===== src/hw/rtl/key_debounce_short_long_press_macros.svh =====
// Assertion macros for the key debounce and press classifier.
`ifndef KEY_DEBOUNCE_SHORT_LONG_PRESS_MACROS_SVH
`define KEY_DEBOUNCE_SHORT_LONG_PRESS_MACROS_SVH

// Same-cycle implication, disabled in reset.
`define KDSLP_ASSERT_NOW(lbl, clk, rst, ante, cons, msg) \
   lbl: assert property (@(posedge clk) disable iff (rst) (ante) |-> (cons)) \
      else $error(msg);

// Next-cycle implication, disabled in reset.
`define KDSLP_ASSERT_NEXT(lbl, clk, rst, ante, cons, msg) \
   lbl: assert property (@(posedge clk) disable iff (rst) (ante) |=> (cons)) \
      else $error(msg);

`endif


===== src/hw/rtl/kdslp_pkg.sv =====
// Shared constants, codes, types and the key priority encoder.
`timescale 1ns / 1ps
`default_nettype none
package kdslp_pkg;

   localparam int NUM_KEYS      = 7;
   localparam int LEVELS_W      = 7;
   localparam int KEY_ID_W      = 3;
   localparam int EVENT_W       = 2;
   localparam int BEEP_W        = 2;
   localparam int DEBOUNCE_W    = 8;
   localparam int LONG_W        = 16;
   localparam int CSR_INDEX_W   = 1;
   localparam int CSR_DATA_W    = 16;
   localparam int REQ_TDATA_W   = 8;
   localparam int RSP_TDATA_W   = 8;

   localparam logic [DEBOUNCE_W-1:0] DEBOUNCE_RESET = DEBOUNCE_W'(5);
   localparam logic [LONG_W-1:0]     LONG_RESET     = LONG_W'(1600);

   localparam logic [CSR_INDEX_W-1:0] REG_DEBOUNCE = 1'b0;
   localparam logic [CSR_INDEX_W-1:0] REG_LONG     = 1'b1;

   localparam logic [1:0] PHASE_IDLE     = 2'd0;
   localparam logic [1:0] PHASE_DEBOUNCE = 2'd1;
   localparam logic [1:0] PHASE_HELD     = 2'd2;

   localparam logic [EVENT_W-1:0] EVENT_NONE    = 2'd0;
   localparam logic [EVENT_W-1:0] EVENT_SHORT   = 2'd1;
   localparam logic [EVENT_W-1:0] EVENT_LONG    = 2'd2;
   localparam logic [EVENT_W-1:0] EVENT_RELEASE = 2'd3;

   localparam logic [BEEP_W-1:0] BEEP_NONE   = 2'd0;
   localparam logic [BEEP_W-1:0] BEEP_SINGLE = 2'd1;
   localparam logic [BEEP_W-1:0] BEEP_DOUBLE = 2'd2;

   typedef struct packed {
      logic [DEBOUNCE_W-1:0] debounce_ticks;
      logic [LONG_W-1:0]     long_press_ticks;
   } cfg_type;

   typedef struct packed {
      logic [BEEP_W-1:0]   beep_request;
      logic [KEY_ID_W-1:0] key_id;
      logic [EVENT_W-1:0]  event_res;
   } result_type;

   function automatic logic [KEY_ID_W-1:0] priority_key(input logic [NUM_KEYS-1:0] pressed);
      logic [KEY_ID_W-1:0] id;
      id = '0;
      for (int i = NUM_KEYS - 1; i >= 0; i--) begin
         if (pressed[i]) begin
            id = KEY_ID_W'(i + 1);
         end
      end
      return id;
   endfunction

endpackage
`default_nettype wire


===== src/hw/rtl/kdslp_csr.sv =====
// Configuration registers for debounce and long-press thresholds.
`timescale 1ns / 1ps
`default_nettype none
module kdslp_csr (
   input  wire logic                                 clock,
   input  wire logic                                 reset,
   input  wire logic                                 csr_valid,
   output logic                                      csr_ready,
   input  wire logic [kdslp_pkg::CSR_INDEX_W-1:0]    csr_index,
   input  wire logic [kdslp_pkg::CSR_DATA_W-1:0]     csr_data,
   output kdslp_pkg::cfg_type                        cfg
);
   import kdslp_pkg::*;

   logic [DEBOUNCE_W-1:0] debounce_ff, debounce_in;
   logic [LONG_W-1:0]     long_ff, long_in;

   assign csr_ready = 1'b1;

   always_comb begin
      debounce_in = debounce_ff;
      long_in     = long_ff;
      if (csr_valid) begin
         unique case (csr_index)
            REG_DEBOUNCE: debounce_in = csr_data[DEBOUNCE_W-1:0];
            REG_LONG:     long_in     = csr_data[LONG_W-1:0];
            default: begin
               debounce_in = debounce_ff;
            end
         endcase
      end
   end

   always_ff @(posedge clock) begin
      if (reset) begin
         debounce_ff <= DEBOUNCE_RESET;
         long_ff     <= LONG_RESET;
      end else begin
         debounce_ff <= debounce_in;
         long_ff     <= long_in;
      end
   end

   assign cfg.debounce_ticks   = debounce_ff;
   assign cfg.long_press_ticks = long_ff;

endmodule
`default_nettype wire


===== src/hw/rtl/kdslp_core.sv =====
// Press state machine: phase, saturating hold count, latched key, per-item result.
`timescale 1ns / 1ps
`default_nettype none
module kdslp_core (
   input  wire logic                              clock,
   input  wire logic                              reset,
   input  wire logic                              advance,
   input  wire logic [kdslp_pkg::LEVELS_W-1:0]    key_levels,
   input  wire kdslp_pkg::cfg_type                cfg,
   output kdslp_pkg::result_type                  result
);
   import kdslp_pkg::*;

   logic [1:0]          phase_ff, phase_in;
   logic [LONG_W-1:0]   count_ff, count_in;
   logic [KEY_ID_W-1:0] key_ff, key_in;

   logic [NUM_KEYS-1:0] pressed;
   logic                any_pressed;
   logic [1:0]          phase_cur;
   logic [LONG_W-1:0]   count_cur, count_inc;
   logic [KEY_ID_W-1:0] key_cur, key_pick;
   logic                reach_debounce, reach_long;

   assign pressed     = ~key_levels[NUM_KEYS-1:0];
   assign any_pressed = |pressed;
   assign key_pick    = priority_key(pressed);

   always_comb begin
      phase_cur = phase_ff;
      count_cur = count_ff;
      key_cur   = key_ff;
      if (phase_ff != PHASE_IDLE && phase_ff != PHASE_DEBOUNCE && phase_ff != PHASE_HELD) begin
         phase_cur = PHASE_IDLE;
         count_cur = '0;
         key_cur   = '0;
      end
   end

   assign count_inc      = (&count_cur) ? count_cur : count_cur + LONG_W'(1);
   assign reach_debounce = count_inc >= LONG_W'(cfg.debounce_ticks);
   assign reach_long     = count_inc >= cfg.long_press_ticks;

   always_comb begin
      phase_in = phase_cur;
      count_in = count_cur;
      key_in   = key_cur;
      result   = '{beep_request: BEEP_NONE, key_id: '0, event_res: EVENT_NONE};
      unique case (phase_cur)
         PHASE_HELD: begin
            count_in = count_inc;
            if (reach_long) begin
               result.key_id       = key_cur;
               result.beep_request = BEEP_DOUBLE;
               if (!any_pressed) begin
                  result.event_res = EVENT_RELEASE;
                  phase_in = PHASE_IDLE;
                  count_in = '0;
                  key_in   = '0;
               end else begin
                  result.event_res = EVENT_LONG;
               end
            end else if (!any_pressed) begin
               result.event_res    = EVENT_SHORT;
               result.key_id       = key_cur;
               result.beep_request = BEEP_SINGLE;
               phase_in = PHASE_IDLE;
               count_in = '0;
               key_in   = '0;
            end
         end
         default: begin
            if (phase_cur == PHASE_DEBOUNCE || any_pressed) begin
               if (!any_pressed) begin
                  phase_in = PHASE_IDLE;
                  count_in = '0;
                  key_in   = '0;
               end else begin
                  count_in = count_inc;
                  phase_in = PHASE_DEBOUNCE;
                  if (reach_debounce) begin
                     phase_in = PHASE_HELD;
                     key_in   = key_pick;
                     if (reach_long) begin
                        result.event_res    = EVENT_LONG;
                        result.key_id       = key_pick;
                        result.beep_request = BEEP_DOUBLE;
                     end
                  end
               end
            end
         end
      endcase
   end

   always_ff @(posedge clock) begin
      if (reset) begin
         phase_ff <= PHASE_IDLE;
         count_ff <= '0;
         key_ff   <= '0;
      end else if (advance) begin
         phase_ff <= phase_in;
         count_ff <= count_in;
         key_ff   <= key_in;
      end
   end

endmodule
`default_nettype wire


===== src/hw/rtl/key_debounce_short_long_press.sv =====
// Top level: input register, press state machine, result register, config port.
//
//   channel | dir | handshake              | payload
//   req     | in  | req_tvalid/req_tready  | req_tdata: key_levels
//   rsp     | out | rsp_tvalid/rsp_tready  | rsp_tdata: event_res, key_id, beep_request
//   csr     | in  | csr_valid/csr_ready    | csr_index, csr_data
//
// One item per cycle while rsp is not stalled; an item is held in the input register,
// then its result is captured in the result register and shows on rsp from there.
// The state machine updates as an item moves from the input to the result register.
// Reset clears phase, hold count, latched key and all valids, and restores both
// thresholds to their defaults.
// A stalled rsp holds the result; req takes one more item, then stalls.
`timescale 1ns / 1ps
`default_nettype none
`include "key_debounce_short_long_press_macros.svh"
module key_debounce_short_long_press (
   input  wire logic                                  clock,
   input  wire logic                                  reset,
   input  wire logic                                  req_tvalid,
   output logic                                       req_tready,
   input  wire logic [kdslp_pkg::REQ_TDATA_W-1:0]     req_tdata,  // [6:0] key_levels, [7] zero
   output logic                                       rsp_tvalid,
   input  wire logic                                  rsp_tready,
   output logic [kdslp_pkg::RSP_TDATA_W-1:0]          rsp_tdata,  // [1:0] event_res,
                                                                  // [4:2] key_id,
                                                                  // [6:5] beep_request, [7] zero
   input  wire logic                                  csr_valid,
   output logic                                       csr_ready,
   input  wire logic [kdslp_pkg::CSR_INDEX_W-1:0]     csr_index,
   input  wire logic [kdslp_pkg::CSR_DATA_W-1:0]      csr_data
);
   import kdslp_pkg::*;

   cfg_type    cfg;
   result_type step_result;

   logic                in_valid_ff, in_valid_in;
   logic [LEVELS_W-1:0] in_levels_ff;
   logic                out_valid_ff, out_valid_in;
   result_type          out_data_ff;
   logic                advance;

   kdslp_csr u_csr (
      .clock     (clock),
      .reset     (reset),
      .csr_valid (csr_valid),
      .csr_ready (csr_ready),
      .csr_index (csr_index),
      .csr_data  (csr_data),
      .cfg       (cfg)
   );

   kdslp_core u_core (
      .clock      (clock),
      .reset      (reset),
      .advance    (advance),
      .key_levels (in_levels_ff),
      .cfg        (cfg),
      .result     (step_result)
   );

   assign advance     = in_valid_ff && (!out_valid_ff || rsp_tready);
   assign req_tready  = !in_valid_ff || advance;
   assign in_valid_in = req_tready ? req_tvalid : in_valid_ff;
   assign out_valid_in = advance ? 1'b1 : (rsp_tready ? 1'b0 : out_valid_ff);

   always_ff @(posedge clock) begin
      if (reset) begin
         in_valid_ff  <= 1'b0;
         out_valid_ff <= 1'b0;
      end else begin
         in_valid_ff  <= in_valid_in;
         out_valid_ff <= out_valid_in;
      end
   end

   always_ff @(posedge clock) begin
      if (req_tready && req_tvalid) begin
         in_levels_ff <= req_tdata[LEVELS_W-1:0];
      end
      if (advance) begin
         out_data_ff <= step_result;
      end
   end

   assign rsp_tvalid = out_valid_ff;
   assign rsp_tdata  = RSP_TDATA_W'(out_data_ff);

   `KDSLP_ASSERT_NOW(a_event_has_key, clock, reset,
      rsp_tvalid && out_data_ff.event_res != EVENT_NONE, out_data_ff.key_id != '0,
      "event without latched key")
   `KDSLP_ASSERT_NOW(a_long_double_beep, clock, reset,
      rsp_tvalid && (out_data_ff.event_res == EVENT_LONG ||
                     out_data_ff.event_res == EVENT_RELEASE),
      out_data_ff.beep_request == BEEP_DOUBLE,
      "long press without double beep")
   `KDSLP_ASSERT_NEXT(a_step_fills_output, clock, reset,
      advance, rsp_tvalid,
      "stepped item missing from output")

endmodule
`default_nettype wire

===== config.mk =====
export PLATFORM = sky130hd
export DESIGN_NAME = key_debounce_short_long_press
export DESIGN_NICKNAME = d
export VERILOG_FILES = /design/src/hw/rtl/kdslp_pkg.sv /design/src/hw/rtl/kdslp_csr.sv /design/src/hw/rtl/kdslp_core.sv /design/src/hw/rtl/key_debounce_short_long_press.sv
export VERILOG_INCLUDE_DIRS = /design/src /design/src/hw/rtl
export SDC_FILE = /design/constraint.sdc
export NUM_CORES = 1
export LEC_CHECK = 0
export ABC_AREA = 1
export BUFFER_PORTS_ARGS = -buffer_cell sky130_fd_sc_hd__buf_4
export CELL_PAD_IN_SITES_DETAIL_PLACEMENT = 0
export CELL_PAD_IN_SITES_GLOBAL_PLACEMENT = 1
export CORE_MARGIN = 4
export CORE_UTILIZATION = 38
export CTS_CLUSTER_SIZE = 8
export DETAILED_ROUTE_END_ITERATION = 8
export GPL_ROUTABILITY_DRIVEN = 0
export PLACE_DENSITY = 0.86
export SYNTH_ARGS = -nofsm -noshare
export SYNTH_HDL_FRONTEND = slang
export SYNTH_SLANG_ARGS = --single-unit

===== constraint.sdc =====
create_clock -name clock -period 3.9 [get_ports clock]
set_input_delay 0.195 -clock clock [delete_from_list [all_inputs] [get_ports clock]]
set_output_delay 0.195 -clock clock [all_outputs]
set_load 0.05 [all_outputs]

Word-level counts from Yosys, hierarchy flattened
Index checks and enable logic that the tools add are counted.
{"block": "classes", "addsub": 1, "order_cmp": 2, "n_eq_ne": 4, "muxes": 34, "bitwise_logic": 2, "reduce_logical": 15}
{"op": "16-bit two-way mux", "n": 5}
{"op": "7-bit two-way mux", "n": 6}
{"op": "3-bit two-way mux", "n": 13}
{"op": "16-bit by 1-bit adder with 16-bit output, second input constant", "n": 1}
{"op": "16-bit >= comparator", "n": 1}
{"op": "16-bit by 8-bit >= comparator with 1-bit output", "n": 1}
{"op": "16-bit AND reduction", "n": 1}
{"op": "2-bit two-way mux", "n": 6}
{"op": "7-bit NOT", "n": 1}
{"op": "7-bit OR reduction", "n": 1}
{"op": "6-bit two-way mux", "n": 1}
{"op": "1-bit logical AND", "n": 4}
{"op": "2-bit AND reduction", "n": 2}
{"op": "2-bit nonzero test", "n": 2}
{"op": "1-bit logical OR", "n": 3}
{"op": "1-bit two-way mux", "n": 3}
{"op": "2-bit by 1-bit == test with 1-bit output, second input constant", "n": 1}
{"op": "2-bit == test, second input constant", "n": 1}
{"op": "1-bit zero test", "n": 2}
{"op": "2-bit by 1-bit inequality test with 1-bit output, second input constant", "n": 1}
{"op": "2-bit inequality test, second input constant", "n": 1}
{"op": "1-bit NOT", "n": 1}
{"block": "word_totals", "register_bits": 61, "in_bits": 30, "wordCells": 69}

Depth between registers and ports, before layout
{"block": "depth", "word_depth": 13, "mapped_depth": 33, "ltp_nobuf": 30}

Cells and area by module
Synthesis repeated with hierarchy kept, for this count alone.
{"block": "unflattened", "cells_unflattened": 560, "area_unflattened_um2": 3902.5}
{"module": "kdslp_core", "n_inst": 1, "cells_per_inst": 410, "area_per_inst_um2": 2447.3, "seq_area_each_um2": 420.4}
{"module": "kdslp_csr", "n_inst": 1, "cells_per_inst": 122, "area_per_inst_um2": 932.1, "seq_area_each_um2": 480.5}
{"module": "key_debounce_short_long_press", "n_inst": 1, "cells_per_inst": 28, "area_per_inst_um2": 523.0, "seq_area_each_um2": 460.4}

Worst setup path before layout
OpenSTA, ideal clock, no wires.
{"block": "synth_timing", "path_kind": "register -> register", "startpoint": "register u_core.phase_ff[1]", "endpoint": "register out_data_ff, in the netlist rsp_tdata[2], data pin", "setup_ns": 0.253, "t_arrival_ns": 3.388, "required_ns": 3.647, "slack_ns": 0.259, "path_stages_with_launch": 29, "path_buffers": 3, "path_cell_list": "dfxtp_1 -> nand2_2 -> buf_6 -> buf_8 -> inv_1 -> nor2_1 -> ha_1 -> nand2_1 -> nor2_2 -> nand2_2 -> nor2_2 -> nand3_4 -> clkbuf_1 -> o21ai_0 -> ha_1 -> a21oi_1 -> nor2_1 -> nor3_1 -> nand3b_1 -> nand3_1 -> nand3_1 -> nand2_1 -> nand2_1 -> nand2_1 -> nand2_2 -> nand2_1 -> nand2_1 -> nand2_1 -> nand2_1"}
{"item": "start: declaration", "line_no": "kdslp_core.sv:14", "source": "logic [1:0] phase_ff, phase_in;"}
{"item": "start signal: assignment", "line_no": "kdslp_core.sv:102", "source": "phase_ff <= phase_in;"}
{"item": "end signal: assignment", "line_no": "key_debounce_short_long_press.sv:83", "source": "out_data_ff <= step_result;"}
{"item": "end: declaration", "line_no": "key_debounce_short_long_press.sv:41", "source": "result_type out_data_ff;"}

==> impl_metrics.csv <==
group,metric,value,unit
clock_network,cts_root_buf,"clkbuf_8",
critical_path,critPathMaxStageDelay,0.35,ns
final_layout,layout-drive-gt1-share,16.8,%
logic_synthesis,ys_types,35,
logic_synthesis,ys_warn_count,0,
grt,grt_pass1_vias,3239,
timing,slew_viol_final,0,
critical_path,r2r_start,"u_core.phase_ff[1]",
final_layout,instances_no_fill,713,
logic_synthesis,synth_nets,583,
logic_synthesis,async_flop_share,0,%
grt,grt_max_degree,31,
power,pwr-share-comb,17.4,%
power,p_int,1080,uW
critical_path,arrival,3.66,ns
placement,placed_area,0.00410,sq mm
power,swShare,31.3,%
logic_synthesis,synth_area_leader_cell,"dfxtp_1",
timing,fin_worst_skew,0.00735,ns
final_layout,final_nets,633,
critical_path,startpoint_type,"flip-flop",
timing,setup_viol,0,
logic_synthesis,synth_area,0.00371,sq mm
power,p_clk_share,38.7,%
die,row_count,35,
worst_hold_path,min_to,"in_levels_ff[3]",
clock_network,htree_levels,3,
placement,hpwl,6560,um
grt,grt_overflow,0,
timing,slew_headroom,42.3,%
detailed_routing,ant_nets,0,
power,total_power,1570,uW
final_layout,area_growth,19.4,%
die,core_area,0.00937,sq mm
clock_network,cts_tree,"built",
logic_synthesis,synthMuxAreaShare,0.303,%
timing,worst_pin_slew,0.863,ns
timing,fin_hold_ws,0.0103,ns
final_layout,final_cell_area,0.00444,sq mm
worst_hold_path,holdPathStages,1,
die,dieHeight,107,um
detailed_routing,drt_first_pass_iters,5,
critical_path,r2r_slack,0.35,ns
timing,hold_violations,0,
power,seqPwrFrac,43.9,%
critical_path,required,4.01,ns
detailed_routing,drt-wirelength-per-cell,12.7,um
power,p_switching,491,uW
placement,dp.cells,683,
clock_network,clk_pin_slew,0.08,ns
logic_synthesis,yosys-top-cells-count,"127 x nand2_1, 78 x inv_1, 56 x a21oi_1",
grt,antenna_found_initial,0,
logic_synthesis,synth.most_common_cell,"nand2_1",
clock_network,cts_sinks,60,
logic_synthesis,synth-xor-area-share,1.18,%
worst_hold_path,min_from,"req_tdata[3]",
logic_synthesis,syn_area_per_cell,7.02,sq um
detailed_routing,wl,9070,um
grt,track_usage,16.6,%
clock_network,worstSkewPairLatency,0.36,ns
die,start_util,39.6,%
logic_synthesis,synthCells,529,
power,leakage,0.00215,uW
timing,fmax,0.282,GHz
logic_synthesis,ys_seq_area_share,35.8,%
logic_synthesis,ys_ff_latch,60,
critical_path,cp_max_fo,7,
clock_network,clockBufferDepth,2,
detailed_routing,vias,3502,
die,ios,41,
placement,portBuffers,37,
logic_synthesis,synth_adder_area_share,8.09,%
timing,finalCriticalPeriod,3.55,ns
critical_path,end_kind,"flip-flop",
job,drv_cap,0,
critical_path,r2r_end,"rsp_tdata[3]",
critical_path,slowest_stage,"dfxtp_1",
detailed_routing,post_drt_via_cell_ratio,4.91,
critical_path,path_buf_inv,1,
final_layout,num_antenna_cells,0,
power,power_density,354,mW/mm^2
logic_synthesis,synth_compound_area_share,15.0,%
logic_synthesis,synth_top_family_by_area,"simple AND/OR/NAND/NOR gates",
worst_hold_path,min_path_type,"input pin to flip-flop",
grt,grt_pass1_wl,15200,um
logic_synthesis,yosys.area.top_type_share,25.3,%
critical_path,worst-setup-path-type,"flip-flop to flip-flop",
logic_synthesis,yosys.area_share.simple,28.3,%
logic_synthesis,synthTopCellsByArea,"dfxtp_1 25%, nand2_1 13%, edfxtp_1 11%",
die,die_w,107,um
critical_path,crit_path_frequent_cell,"nand2_1",
detailed_routing,initialDrtViolationCount,185,
logic_synthesis,yosys_most_used_dff,"dfxtp_1",
final_layout,n_fill_cell,945,
logic_synthesis,synth_edf_count,13,
clock_network,numCtsBuffers,9,
outcome,status,"completed",
timing,finalCritPeriodShare,91.0,%
power,ir_worst_vdd,192,uV
timing,tns,0,ns
critical_path,ff2ff_path_depth,25,
die,dieArea,0.0114,sq mm
detailed_routing,drc,0,
critical_path,critPathTopFamily,"simple AND/OR/NAND/NOR gates",
-- area by class of cell --
| cell class | count | area (sq um) | area share (%) |
|---|---|---|---|
| clock buffers | 9 | 124 | 2.79 |
| repair buffers | 57 | 438 | 9.87 |
| flip-flops and latches | 60 | 1330 | 30.0 |
| well taps | 129 | 161 | 3.64 |
| clock inverters | 7 | 83.8 | 1.89 |
| inverters | 80 | 300 | 6.77 |
| multi-input cells | 371 | 2000 | 45.0 |
-- cells in the final DEF, fill, tap and decap left out, types with 2 or more instances in the layout --
cell type,Yosys,final
edfxtp_1,13,13
ha_1,24,23
nand4_1,8,8
o21ai_0,34,34
buf_4,3,53
nor2_2,10,9
a221oi_1,3,3
dfxtp_1,47,47
clkbuf_8,0,9
o211ai_1,5,5
nor2_1,36,36
nand2_2,6,6
a31oi_1,2,2
nor3_1,5,5
conb_1,2,2
nand3b_1,2,2
dlygate4sd3_1,0,4
nand3_2,5,6
a21oi_1,56,56
inv_6,0,2
inv_1,78,78
nand3_1,32,32
nand2_1,127,127
xnor2_1,4,3
a211oi_1,3,3
clkinv_4,0,2
-- worst max path at each step --
stage	start	cells past startpoint	endpoint	slack (ns)
2_1_floorplan	u_core.phase_ff[1]	28	rsp_tdata[2]	0.26
3_3_place_gp	u_core.phase_ff[1]	25	rsp_tdata[3]	0.21
3_5_place_dp	u_core.phase_ff[1]	27	rsp_tdata[3]	0.20
4_1_cts	u_core.phase_ff[0]	27	rsp_tdata[3]	0.17
5_1_grt	u_core.phase_ff[0]	26	rsp_tdata[2]	-0.0002
6_report	u_core.phase_ff[1]	25	rsp_tdata[3]	0.35
-- per-layer routing --
layer / up-vias / global-route usage, % / part of all wire (%)
li1: 1827 / - / -
met1: 1582 / 22.1 / 49
met2: 76 / 26.3 / 45
met3: 17 / 3.01 / 4.3
met4: 0 / 7.12 / 1.8
met5: - / 0 / 0
-- power by group through the flow --
stage / Sequential, uW / Clock (uW) / Combinational (uW)
6_report: 690 / 608 / 273
5_1_grt: 695 / 646 / 317
4_1_cts: 690 / 613 / 273
3_5_place_dp: 704 / 0 / 268
3_3_place_gp: 703 / 0 / 263
2_1_floorplan: 709 / 0 / 187
-- metrics by stage --
step                      util, %  setup slack, ns
final                        47.3            0.350
after global routing         47.3        -0.000191
after CTS                    46.2            0.172
after detailed placement     43.7            0.204
after global placement       43.7            0.209
after floorplan                 -            0.259
-- worst register-to-register path, delay by kind of cell, from the launching register on --
| kind | cells | cell delay, ns |
|---|---|---|
| flops | 1 | 0.35 |
| fa+ha+maj | 2 | 0.56 |
| simple gates | 20 | 1.92 |
| compound gates | 2 | 0.40 |
| buf+inv | 1 | 0.05 |
-- cell families (layout without fill, tap and decap cells) --
logic type                 count (synthesis)  after routing
and+or+nand+nor                          234            235
AOI/OAI and AO/OA                        104            104
buffers and inverters                     99            153
DFF                                       60             60
adders and majority gates                 24             24
xor gates and xnor gates                   5              5
other                                      2              2
muxes                                      1              1
-- repair_timing --
action,CTS,global route
hold buffers,3,1
setup endpoints to repair,0,10
buffers inserted,0,9
hold endpoints to repair,3,1
resized for setup,0,3
-- sequential cells by signal, summed over array words and instances (netlist names) --
name / cells
in_valid_ff: 1
rsp_tvalid: 1
u_core.phase_ff: 2
rsp_tdata: 6
u_csr.long_ff: 16
u_core.count_ff: 16
u_core.key_ff: 3
u_csr.debounce_ff: 8
in_levels_ff: 7
(Power assumes the default switching activity.)
